===== src/hdl/event_readout_assembler_core_defines.svh =====
// assertion macros shared by the assembler modules
`ifndef EVENT_READOUT_ASSEMBLER_CORE_DEFINES_SVH
`define EVENT_READOUT_ASSEMBLER_CORE_DEFINES_SVH

// same-cycle implication, checked out of reset
`define ERAC_ASSERT_IMP(label, clk, rst_n, ante, cons) \
	label: assert property (@(posedge clk) disable iff (!rst_n) (ante) |-> (cons)) \
		else $error("erac assertion failed");

// next-cycle implication, checked out of reset
`define ERAC_ASSERT_NXT(label, clk, rst_n, ante, cons) \
	label: assert property (@(posedge clk) disable iff (!rst_n) (ante) |=> (cons)) \
		else $error("erac assertion failed");

`endif


===== src/hdl/erac_pkg.sv =====
`default_nettype none
package erac_pkg;

	localparam int BUF_WORDS    = 32768;
	localparam int NUM_SOURCES  = 4;
	localparam int MAX_REQUESTS = 8;
	localparam int QDEPTH       = 4;
	localparam int QPTR_W       = $clog2(QDEPTH);

	localparam logic [15:0] BUF_LIMIT = 16'(BUF_WORDS);

	localparam logic [1:0] REQ_OPEN  = 2'd0;
	localparam logic [1:0] REQ_WORD  = 2'd1;
	localparam logic [1:0] REQ_CLOSE = 2'd2;
	localparam logic [1:0] REQ_END   = 2'd3;

	localparam logic KIND_WRITE = 1'b0;
	localparam logic KIND_TOTAL = 1'b1;

	typedef struct packed {
		logic        kind;
		logic [14:0] addr;
		logic [16:0] value;
		logic        clr;
		logic        full;
		logic        last;
	} erac_result_t;

	typedef struct packed {
		logic         two;
		erac_result_t r0;
		erac_result_t r1;
	} erac_entry_t;

	typedef struct packed {
		logic pop;
	} erac_qctl_t;

endpackage
`default_nettype wire


===== src/hdl/erac_item_if.sv =====
`default_nettype none
interface erac_item_if;
	logic        valid;
	logic        ready;
	logic [1:0]  req_type;
	logic [15:0] event_high;
	logic [15:0] event_low;
	logic [1:0]  source_index;
	logic [15:0] fifo_word;
	logic        ready_timeout;

	modport source (output valid, req_type, event_high, event_low, source_index,
		fifo_word, ready_timeout, input ready);
	modport sink (input valid, req_type, event_high, event_low, source_index,
		fifo_word, ready_timeout, output ready);
endinterface
`default_nettype wire


===== src/hdl/erac_result_if.sv =====
`default_nettype none
interface erac_result_if;
	logic        valid;
	logic        ready;
	logic        out_kind;
	logic [14:0] out_addr;
	logic [16:0] out_value;
	logic        clear_fifos;
	logic        buffer_full;
	logic        last;

	modport source (output valid, out_kind, out_addr, out_value, clear_fifos,
		buffer_full, last, input ready);
	modport sink (input valid, out_kind, out_addr, out_value, clear_fifos,
		buffer_full, last, output ready);
endinterface
`default_nettype wire


===== src/hdl/erac_front.sv =====
`default_nettype none
`include "event_readout_assembler_core_defines.svh"
module erac_front (
	input  wire logic           clk,
	input  wire logic           arst_n,
	erac_item_if.sink           items,
	input  wire logic           space,
	output logic                push,
	output erac_pkg::erac_entry_t entry
);
	import erac_pkg::*;

	localparam logic [1:0] PH_COUNT = 2'd0;
	localparam logic [1:0] PH_HIGH  = 2'd1;
	localparam logic [1:0] PH_LOW   = 2'd2;
	localparam logic [1:0] PH_DATA  = 2'd3;

	logic [15:0] req_high_q, req_high_d, req_low_q, req_low_d;
	logic [1:0]  phase_q, phase_d, phase_eff;
	logic [1:0]  cur_src_q, cur_src_d;
	logic [14:0] left_q, left_d;
	logic        ovf_q, ovf_d;
	logic [15:0] high_seen_q, high_seen_d;
	logic        matched_q, matched_d;
	logic [14:0] hdr_q, hdr_d;
	logic [15:0] wr_idx_q, wr_idx_d;
	logic [15:0] req_words_q, req_words_d;
	logic [8:0]  status_q, status_d;
	logic [15:0] pkt_q, pkt_d;
	logic [3:0]  opened_q, opened_d;

	logic        acc;
	logic [14:0] cnt;
	logic [16:0] pkt_sum;
	logic        match;

	assign items.ready = space;
	assign acc = items.valid && space;

	function automatic erac_result_t mk(input logic kind, input logic [14:0] addr,
		input logic [16:0] value, input logic clr, input logic full, input logic last);
		erac_result_t r;
		r.kind = kind;
		r.addr = addr;
		r.value = value;
		r.clr = clr;
		r.full = full;
		r.last = last;
		return r;
	endfunction

	always_comb begin
		req_high_d  = req_high_q;
		req_low_d   = req_low_q;
		phase_d     = phase_q;
		cur_src_d   = cur_src_q;
		left_d      = left_q;
		ovf_d       = ovf_q;
		high_seen_d = high_seen_q;
		matched_d   = matched_q;
		hdr_d       = hdr_q;
		wr_idx_d    = wr_idx_q;
		req_words_d = req_words_q;
		status_d    = status_q;
		pkt_d       = pkt_q;
		opened_d    = opened_q;
		push        = 1'b0;
		entry       = '0;
		phase_eff   = (items.source_index != cur_src_q) ? PH_COUNT : phase_q;
		cnt         = items.fifo_word[14:0];
		match       = (high_seen_q == req_high_q) && (items.fifo_word == req_low_q);
		pkt_sum     = {1'b0, pkt_q} + {1'b0, req_words_q};
		case (items.req_type)
			REQ_OPEN: begin
				if (opened_q >= 4'(MAX_REQUESTS)) begin
					push = 1'b0;
				end else if (({1'b0, wr_idx_q} + 17'd4) > 17'(BUF_WORDS)) begin
					push = 1'b1;
					entry.r0 = mk(KIND_WRITE, '0, '0, 1'b0, 1'b1, 1'b1);
				end else begin
					req_high_d  = items.event_high;
					req_low_d   = items.event_low;
					hdr_d       = wr_idx_q[14:0];
					wr_idx_d    = wr_idx_q + 16'd4;
					req_words_d = 16'd4;
					status_d    = '0;
					phase_d     = PH_COUNT;
					cur_src_d   = '0;
					left_d      = '0;
					ovf_d       = 1'b0;
					high_seen_d = '0;
					matched_d   = 1'b0;
					opened_d    = opened_q + 4'd1;
					push        = 1'b1;
					entry.two   = 1'b1;
					entry.r0 = mk(KIND_WRITE, wr_idx_q[14:0] + 15'd1,
						{1'b0, items.event_high}, 1'b0, 1'b0, 1'b0);
					entry.r1 = mk(KIND_WRITE, wr_idx_q[14:0] + 15'd2,
						{1'b0, items.event_low}, 1'b0, 1'b0, 1'b1);
				end
			end
			REQ_WORD: begin
				if (req_words_q != '0 && {1'b0, items.source_index} < 3'(NUM_SOURCES)) begin
					cur_src_d = items.source_index;
					case (phase_eff)
						PH_COUNT: begin
							ovf_d   = items.fifo_word[15];
							left_d  = (cnt >= 15'd3) ? cnt - 15'd3 : '0;
							phase_d = PH_HIGH;
						end
						PH_HIGH: begin
							high_seen_d = items.fifo_word;
							phase_d     = PH_LOW;
						end
						PH_LOW: begin
							phase_d   = PH_DATA;
							matched_d = match;
							if (match) begin
								if (ovf_q)
									status_d = status_q |
										(9'h010 << items.source_index);
							end else begin
								status_d = status_q | (9'h001 << items.source_index);
								push     = 1'b1;
								entry.r0 = mk(KIND_WRITE, hdr_q + 15'd3,
									17'(status_d), 1'b1, 1'b0, 1'b1);
							end
						end
						default: begin
							if (left_q != '0) begin
								left_d = left_q - 15'd1;
								if (matched_q) begin
									push = 1'b1;
									if (wr_idx_q < BUF_LIMIT) begin
										entry.r0 = mk(KIND_WRITE, wr_idx_q[14:0],
											{1'b0, items.fifo_word}, 1'b0, 1'b0, 1'b1);
										wr_idx_d    = wr_idx_q + 16'd1;
										req_words_d = req_words_q + 16'd1;
									end else begin
										entry.r0 = mk(KIND_WRITE, '0,
											{1'b0, items.fifo_word}, 1'b0, 1'b1, 1'b1);
									end
								end
							end
						end
					endcase
				end
			end
			REQ_CLOSE: begin
				if (req_words_q != '0) begin
					status_d    = status_q | {items.ready_timeout, 8'h00};
					push        = 1'b1;
					entry.two   = 1'b1;
					entry.r0 = mk(KIND_WRITE, hdr_q, {1'b0, req_words_q},
						1'b0, 1'b0, 1'b0);
					entry.r1 = mk(KIND_WRITE, hdr_q + 15'd3, 17'(status_d),
						1'b0, 1'b0, 1'b1);
					pkt_d       = pkt_sum[16] ? 16'hFFFF : pkt_sum[15:0];
					req_words_d = '0;
				end
			end
			default: begin
				push        = 1'b1;
				entry.r0    = mk(KIND_TOTAL, '0, {pkt_q, 1'b0}, 1'b0, 1'b0, 1'b1);
				pkt_d       = '0;
				wr_idx_d    = '0;
				opened_d    = '0;
				req_words_d = '0;
				phase_d     = PH_COUNT;
				left_d      = '0;
			end
		endcase
		if (!acc)
			push = 1'b0;
	end

	always_ff @(posedge clk or negedge arst_n) begin
		if (!arst_n) begin
			req_high_q  <= '0;
			req_low_q   <= '0;
			phase_q     <= PH_COUNT;
			cur_src_q   <= '0;
			left_q      <= '0;
			ovf_q       <= 1'b0;
			high_seen_q <= '0;
			matched_q   <= 1'b0;
			hdr_q       <= '0;
			wr_idx_q    <= '0;
			req_words_q <= '0;
			status_q    <= '0;
			pkt_q       <= '0;
			opened_q    <= '0;
		end else if (acc) begin
			req_high_q  <= req_high_d;
			req_low_q   <= req_low_d;
			phase_q     <= phase_d;
			cur_src_q   <= cur_src_d;
			left_q      <= left_d;
			ovf_q       <= ovf_d;
			high_seen_q <= high_seen_d;
			matched_q   <= matched_d;
			hdr_q       <= hdr_d;
			wr_idx_q    <= wr_idx_d;
			req_words_q <= req_words_d;
			status_q    <= status_d;
			pkt_q       <= pkt_d;
			opened_q    <= opened_d;
		end
	end

	`ERAC_ASSERT_IMP(a_wr_idx_bound, clk, arst_n, 1'b1, wr_idx_q <= BUF_LIMIT)
	`ERAC_ASSERT_IMP(a_open_hdr_room, clk, arst_n, req_words_q != '0,
		{1'b0, hdr_q} + 16'd4 <= wr_idx_q)

endmodule
`default_nettype wire


===== src/hdl/erac_queue.sv =====
`default_nettype none
`include "event_readout_assembler_core_defines.svh"
module erac_queue (
	input  wire logic                  clk,
	input  wire logic                  arst_n,
	input  wire logic                  push,
	input  wire erac_pkg::erac_entry_t wr_entry,
	output logic                       space,
	input  wire logic                  pop,
	output logic                       head_valid,
	output erac_pkg::erac_entry_t      head
);
	import erac_pkg::*;

	erac_entry_t         mem_q [QDEPTH];
	logic [QPTR_W-1:0]   wr_ptr_q, rd_ptr_q;
	logic [QPTR_W:0]     cnt_q;

	assign space      = (cnt_q != (QPTR_W+1)'(QDEPTH));
	assign head_valid = (cnt_q != '0);
	assign head       = mem_q[rd_ptr_q];

	always_ff @(posedge clk) begin
		if (push)
			mem_q[wr_ptr_q] <= wr_entry;
	end

	always_ff @(posedge clk or negedge arst_n) begin
		if (!arst_n) begin
			wr_ptr_q <= '0;
			rd_ptr_q <= '0;
			cnt_q    <= '0;
		end else begin
			if (push)
				wr_ptr_q <= wr_ptr_q + 1'b1;
			if (pop)
				rd_ptr_q <= rd_ptr_q + 1'b1;
			case ({push, pop})
				2'b10:   cnt_q <= cnt_q + 1'b1;
				2'b01:   cnt_q <= cnt_q - 1'b1;
				default: cnt_q <= cnt_q;
			endcase
		end
	end

	`ERAC_ASSERT_IMP(a_no_push_full, clk, arst_n, push, space)
	`ERAC_ASSERT_IMP(a_no_pop_empty, clk, arst_n, pop, head_valid)

endmodule
`default_nettype wire


===== src/hdl/erac_back.sv =====
`default_nettype none
`include "event_readout_assembler_core_defines.svh"
module erac_back (
	input  wire logic                  clk,
	input  wire logic                  arst_n,
	input  wire erac_pkg::erac_entry_t head,
	output erac_pkg::erac_qctl_t       qctl_in,
	input  wire logic                  head_valid,
	erac_result_if.source              results
);
	import erac_pkg::*;

	logic         out_valid_q;
	erac_result_t res_q;
	logic         phase_q;
	logic         load;
	logic         first_half;
	erac_result_t sel;

	assign load       = !out_valid_q || results.ready;
	assign first_half = head.two && !phase_q;
	assign sel        = (head.two && phase_q) ? head.r1 : head.r0;

	assign qctl_in.pop = load && head_valid && !first_half;

	always_ff @(posedge clk or negedge arst_n) begin
		if (!arst_n) begin
			out_valid_q <= 1'b0;
			phase_q     <= 1'b0;
		end else if (load) begin
			out_valid_q <= head_valid;
			if (head_valid)
				phase_q <= first_half;
		end
	end

	always_ff @(posedge clk) begin
		if (load && head_valid)
			res_q <= sel;
	end

	assign results.valid       = out_valid_q;
	assign results.out_kind    = res_q.kind;
	assign results.out_addr    = res_q.addr;
	assign results.out_value   = res_q.value;
	assign results.clear_fifos = res_q.clr;
	assign results.buffer_full = res_q.full;
	assign results.last        = res_q.last;

	`ERAC_ASSERT_NXT(a_pair_follows, clk, arst_n,
		out_valid_q && results.ready && !res_q.last, out_valid_q)

endmodule
`default_nettype wire


===== src/hdl/event_readout_assembler_core.sv =====
// channel  | dir | beat payload
// items    | in  | req_type, event_high, event_low, source_index, fifo_word, ready_timeout
// results  | out | out_kind, out_addr, out_value, clear_fifos, buffer_full, last
//
// one item a cycle enters while the 4-entry result queue has room
// an item gives 0, 1 or 2 result beats; the output drains one beat a cycle while results.ready holds,
// so fifo words sustain 1 item/cycle; open/close give two beats each, and the queue takes the next item meanwhile
// item to first result beat: through the queue write, then the output register
// arst_n clears all control state; no clearing pass
// output stalls back up through the queue to items.ready only when it fills
`default_nettype none
module event_readout_assembler_core (
	input  wire logic       clk,
	input  wire logic       arst_n,
	erac_item_if.sink       items,
	erac_result_if.source   results
);
	import erac_pkg::*;

	logic        push;
	erac_entry_t wr_entry;
	logic        space;
	logic        head_valid;
	erac_entry_t head;
	erac_qctl_t  qctl;

	erac_front u_front (
		.clk    (clk),
		.arst_n (arst_n),
		.items  (items),
		.space  (space),
		.push   (push),
		.entry  (wr_entry)
	);

	erac_queue u_queue (
		.clk        (clk),
		.arst_n     (arst_n),
		.push       (push),
		.wr_entry   (wr_entry),
		.space      (space),
		.pop        (qctl.pop),
		.head_valid (head_valid),
		.head       (head)
	);

	erac_back u_back (
		.clk        (clk),
		.arst_n     (arst_n),
		.head       (head),
		.qctl_in    (qctl),
		.head_valid (head_valid),
		.results    (results)
	);

endmodule
`default_nettype wire


===== src/flat_wrapper.sv =====
// flat-port wrapper written by rule: the top's interface ports become plain ports
module event_readout_assembler_core_flat import erac_pkg::*;
  (clk, arst_n, items_valid, items_req_type, items_event_high, items_event_low, items_source_index, items_fifo_word, items_ready_timeout, items_ready, results_valid, results_out_kind, results_out_addr, results_out_value, results_clear_fifos, results_buffer_full, results_last, results_ready);
  erac_item_if items_i ();
  erac_result_if results_i ();
  input  wire logic clk;
  input  wire logic arst_n;
  input wire logic [$bits(items_i.valid)-1:0] items_valid;
  input wire logic [$bits(items_i.req_type)-1:0] items_req_type;
  input wire logic [$bits(items_i.event_high)-1:0] items_event_high;
  input wire logic [$bits(items_i.event_low)-1:0] items_event_low;
  input wire logic [$bits(items_i.source_index)-1:0] items_source_index;
  input wire logic [$bits(items_i.fifo_word)-1:0] items_fifo_word;
  input wire logic [$bits(items_i.ready_timeout)-1:0] items_ready_timeout;
  output wire logic [$bits(items_i.ready)-1:0] items_ready;
  output wire logic [$bits(results_i.valid)-1:0] results_valid;
  output wire logic [$bits(results_i.out_kind)-1:0] results_out_kind;
  output wire logic [$bits(results_i.out_addr)-1:0] results_out_addr;
  output wire logic [$bits(results_i.out_value)-1:0] results_out_value;
  output wire logic [$bits(results_i.clear_fifos)-1:0] results_clear_fifos;
  output wire logic [$bits(results_i.buffer_full)-1:0] results_buffer_full;
  output wire logic [$bits(results_i.last)-1:0] results_last;
  input wire logic [$bits(results_i.ready)-1:0] results_ready;
  assign items_i.valid = items_valid;
  assign items_i.req_type = items_req_type;
  assign items_i.event_high = items_event_high;
  assign items_i.event_low = items_event_low;
  assign items_i.source_index = items_source_index;
  assign items_i.fifo_word = items_fifo_word;
  assign items_i.ready_timeout = items_ready_timeout;
  assign items_ready = items_i.ready;
  assign results_valid = results_i.valid;
  assign results_out_kind = results_i.out_kind;
  assign results_out_addr = results_i.out_addr;
  assign results_out_value = results_i.out_value;
  assign results_clear_fifos = results_i.clear_fifos;
  assign results_buffer_full = results_i.buffer_full;
  assign results_last = results_i.last;
  assign results_i.ready = results_ready;
  event_readout_assembler_core u_core (.clk(clk), .arst_n(arst_n), .items(items_i), .results(results_i));
endmodule

===== config.mk =====
export PLATFORM = sky130hd
export DESIGN_NAME = event_readout_assembler_core_flat
export DESIGN_NICKNAME = d
export VERILOG_FILES = /design/src/hdl/erac_pkg.sv /design/src/hdl/erac_item_if.sv /design/src/hdl/erac_result_if.sv /design/src/hdl/erac_front.sv /design/src/hdl/erac_queue.sv /design/src/hdl/erac_back.sv /design/src/hdl/event_readout_assembler_core.sv /design/src/flat_wrapper.sv
export VERILOG_INCLUDE_DIRS = /design/src /design/src/hdl
export SDC_FILE = /design/constraint.sdc
export NUM_CORES = 1
export LEC_CHECK = 0
export ABC_CLOCK_PERIOD_IN_PS = 15550
export BUFFER_PORTS_ARGS = -buffer_cell sky130_fd_sc_hd__buf_4
export CAP_MARGIN = 20
export CORE_ASPECT_RATIO = 1.2
export CORE_UTILIZATION = 50
export DETAILED_ROUTE_END_ITERATION = 8
export HOLD_SLACK_MARGIN = 0.12
export PLACE_DENSITY = 0.76
export SLEW_MARGIN = 20
export SYNTH_ARGS = -nofsm -noshare
export SYNTH_HDL_FRONTEND = slang
export SYNTH_SLANG_ARGS = --single-unit
export TNS_END_PERCENT = 50

===== constraint.sdc =====
create_clock -name clk -period 15.55 [get_ports clk]
set_input_delay 3.11 -clock clk [delete_from_list [all_inputs] [get_ports clk]]
set_output_delay 3.11 -clock clk [all_outputs]
set_load 0.02 [all_outputs]

==> summary.txt <==
Clk_lat worst skew -> 0.59 ns
Reg clk slew, reported paths -> 0.07 ns
Register area share after synthesis -> 58.50%
Max VDD drop -> 0.00008209 V
Largest cells by area after synthesis -> edfxtp_1 (41%), dfrtp_1 (17%), mux4_2 (6.8%)
RSZ-0062 raised after global routing -> false
Syn_nets -> 1,866
Hold_sp -> u_core.u_front.high_seen_q[9]$_DFFE_PN0P_
Initial antenna violation count -> 0
Die width -> 195.2 um
Syn avg cell area -> 12.68 sq um
Tcrit/Tclk final -> 42.26%
Fmax -> 152.2 MHz
Global route total overflow -> 0
Die Span Y -> 233.9 um
Largest family of logic cells by synthesized area -> compound AO/OA/AOI/OAI gates
CTS resizes -> 0
Register bit total from synthesis -> 462
Hold Path Class -> flip-flop to flip-flop
Status -> finished, final reports clean
Pwr dens -> 153.3 nW/um^2
DRC -> 0
Routability cong. -> 0.9355
Vias -> 15,270
CTS root buf -> clkbuf_16
Fin util -> 56.80%
Worst Path Required -> 16.04 ns
Synth cell types -> 77
Global Route Usage Sum -> 25.01%
Endpoints failing hold -> 0
Via/cell ratio -> 6.317
Hold_buf cts -> 0
Final setup margin -> 8.978 ns
Ys Warns -> 0
DP Worst Slack -> 8.577 ns
Post-synth top area share -> 41.29%
Mux share of post-synthesis cell area -> 10.83%
Setup_tns -> 0 ns
P_leak -> 9.279 nW
CP Capture Type -> flip-flop
Final nets -> 1,923
Clock skew -> 0.03276 ns
Antenna Nets Post-Route -> 0
Worst slew pin tran -> 1.038 ns
Slew margin rel. -> 30.78%
Setup crit start kind -> primary input
Worst path arrival time -> 7.06 ns
Post-synth EDFFs -> 308
I/O Buffers -> 94
Dominant cell type by area after synthesis -> edfxtp_1
Layout area overhead -> 11.68%
Max_cap viols -> 0
WL/cell -> 23.51 um
Final setup viols -> 0
Detailed Place HPWL -> 37,800 um
N_diodes -> 0
H-Tree Depth -> 2
Fin crit period -> 6.572 ns
Final Max Slew Viols -> 0
Starting utilization of the core area -> 50.86%
Synthesized area -> 22,400 sq um
Main synth FF type -> edfxtp_1
Share of cells above drive strength 1 -> 19.15%
CTS tree -> done
Synth Area in Compound Gates -> 11.26%
Longest Clk Path Bufs -> 3
Setup crit start -> items_fifo_word[9]
CP Max Fanout -> 22
Post-Synth Simple-Gate Area -> 10.22%
Number of buffers created by CTS -> 44
Largest net degree at the start of global routing -> 97
I/O pins -> 95
Placement Rows -> 84
Post-synthesis async set-or-reset flop share -> 33.33%
Post-Synth Adder-Cell Area -> 2.469%
First-pass GRT wire length -> 87,980 um
1st-pass router iterations -> 9
Vias in the first global route -> 15,030
Iter 0 DRT Violations -> 1,725
Die ar. -> 45,650 sq um
# fillers -> 3,501
Core footprint -> 44,040 sq um
Post-CTS Setup Inserts -> 0
Overall routed net length -> 56,840 um
Reg2reg start -> u_core.u_front.req_words_q[1]$_DFFE_PN0P_
Mapped Cells -> 1,766
Setup CP Type -> primary input to flip-flop
CTS Sinks -> 462
Xor/xnor share of the synthesized area -> 3.910%
==> layer usage <==
metal  part of all wire [%]  global-route usage [%]  up-vias
li1                       -                       -     6783
met1                     41                   34.85     7652
met2                     47                   40.11      723
met3                    7.9                   3.524      116
met4                    3.5                   9.498        0
met5                      0                       0        -
==> synthesized netlist by cell type (10+ instances only) <==
| cell | n |
|---|---|
| xor2_1 | 66 |
| nor2_1 | 111 |
| nand3_1 | 20 |
| or3_1 | 10 |
| clkbuf_1 | 80 |
| a31oi_1 | 10 |
| a22oi_1 | 15 |
| a21o_1 | 11 |
| o22ai_1 | 18 |
| mux4_2 | 68 |
| nand2_1 | 188 |
| nand4_1 | 19 |
| a2bb2oi_1 | 13 |
| a222oi_1 | 11 |
| and2_1 | 24 |
| inv_1 | 50 |
| xnor2_1 | 34 |
| nor3_1 | 24 |
| a21oi_1 | 51 |
| dfrtp_1 | 154 |
| ha_1 | 41 |
| mux2_2 | 74 |
| edfxtp_1 | 308 |
| a22o_1 | 10 |
| and3_1 | 10 |
| o21ai_0 | 121 |
| o21a_1 | 15 |
| nor4_1 | 25 |
| o31ai_1 | 14 |
| buf_2 | 23 |
==> cells by family (layout without fill, tap and decap cells) <==
family	after synthesis	after routing
buf+inv	159	252
fa+ha+maj	43	43
xor+xnor	100	100
flops	462	462
simple gates	479	479
mux	148	148
compound gates	375	375
==> through the flow <==
stage	hold WS, ns	cell area [sq um]	std cells	total power (W)
after floorplan	0.4565	22400	1766	0.002453
after global placement	0.4756	23620	2335	0.002770
after detailed placement	0.4913	23630	2336	0.002813
after CTS	0.5048	25010	2418	0.003857
after global routing	0.5255	25010	2418	0.003990
final	0.5053	25010	2418	0.003834
==> cells in the final DEF (no fill, tap or decap), types with 9 or more instances in the layout <==
cell and n:
a21oi_1 51, o21a_1 15, xor2_1 66, nand4_1 19, nand3_1 20, a22o_1 10
and2_1 24, a222oi_1 11, nor2_1 107, a21o_1 11, dfrtp_1 153, o22ai_1 18
mux4_2 68, inv_1 50, edfxtp_1 308, buf_4 118, a22oi_1 15, a2bb2oi_1 13
clkbuf_1 13, mux2_2 74, a221oi_1 9, and4_1 9, o31ai_1 14, and3_1 10
a31oi_1 10, nor4_1 25, or3_1 10, clkbuf_16 44, nand2_1 187, xnor2_1 34
ha_1 39, o21ai_0 120, nor3_1 23
==> report_power, final <==
part           total (W)  internal (W)  switching (W)
combinational    0.00108      0.000465       0.000614
clock            0.00103      0.000560       0.000475
sequential       0.00172       0.00159       0.000135
==> state kept, by name, summed over array words and instances, names as in the netlist, 2 cells and up <==
| signal | count |
|---|---|
| u_core.u_back.results.out_addr | 15 |
| u_core.u_back.results.out_value | 17 |
| u_core.u_front.cur_src_q | 2 |
| u_core.u_front.hdr_q | 15 |
| u_core.u_front.high_seen_q | 16 |
| u_core.u_front.left_q | 15 |
| u_core.u_front.opened_q | 4 |
| u_core.u_front.phase_q | 2 |
| u_core.u_front.pkt_q | 16 |
| u_core.u_front.req_high_q | 16 |
| u_core.u_front.req_low_q | 16 |
| u_core.u_front.req_words_q | 16 |
| u_core.u_front.status_q | 9 |
| u_core.u_front.wr_idx_q | 16 |
| u_core.u_queue.cnt_q | 3 |
| u_core.u_queue.mem_q | 272 |
| u_core.u_queue.rd_ptr_q | 2 |
| u_core.u_queue.wr_ptr_q | 2 |
==> final timing paths <==
kind	end	depth (start not counted)	slack, ns
worst max-delay path	u_core.u_queue.cnt_q[2]$_DFFE_PN0P_	14	8.98
worst min-delay path	u_core.u_front.high_seen_q[9]$_DFFE_PN0P_	2	0.51
worst max register to register	u_core.u_queue.cnt_q[2]$_DFFE_PN0P_	13	10.94
worst min register to register	u_core.u_front.high_seen_q[9]$_DFFE_PN0P_	2	0.51
max in group asynchronous	u_core.u_queue.rd_ptr_q[0]$_DFFE_PN0P_	2	11.45
min in group asynchronous	u_core.u_front.req_high_q[13]$_DFFE_PN0P_	1	2.61
==> cell type report <==
cell class	count	area [sq um]	area share, %
repair buffers	120	908.4	3.631
clock inverters	19	152.6	0.6102
inverters	50	187.7	0.7503
multi-input cells	1145	8730	34.90
well taps	559	699.4	2.796
clock buffers	63	1232	4.927
flip-flops and latches	462	13100	52.39
==> worst max-delay path, cell delays in order <==
cell	delay, ns
buf_4	0.15
xor2_1	0.14
nor4_1	0.55
nand4_1	0.22
o21ai_1	0.19
buf_4	0.29
a21oi_1	0.17
o41ai_4	0.85
ha_1	0.32
inv_1	0.08
fa_1	0.45
xor2_1	0.17
nor2_1	0.17
xor2_1	0.18
No activity file was read; power rests on OpenSTA's default activity.
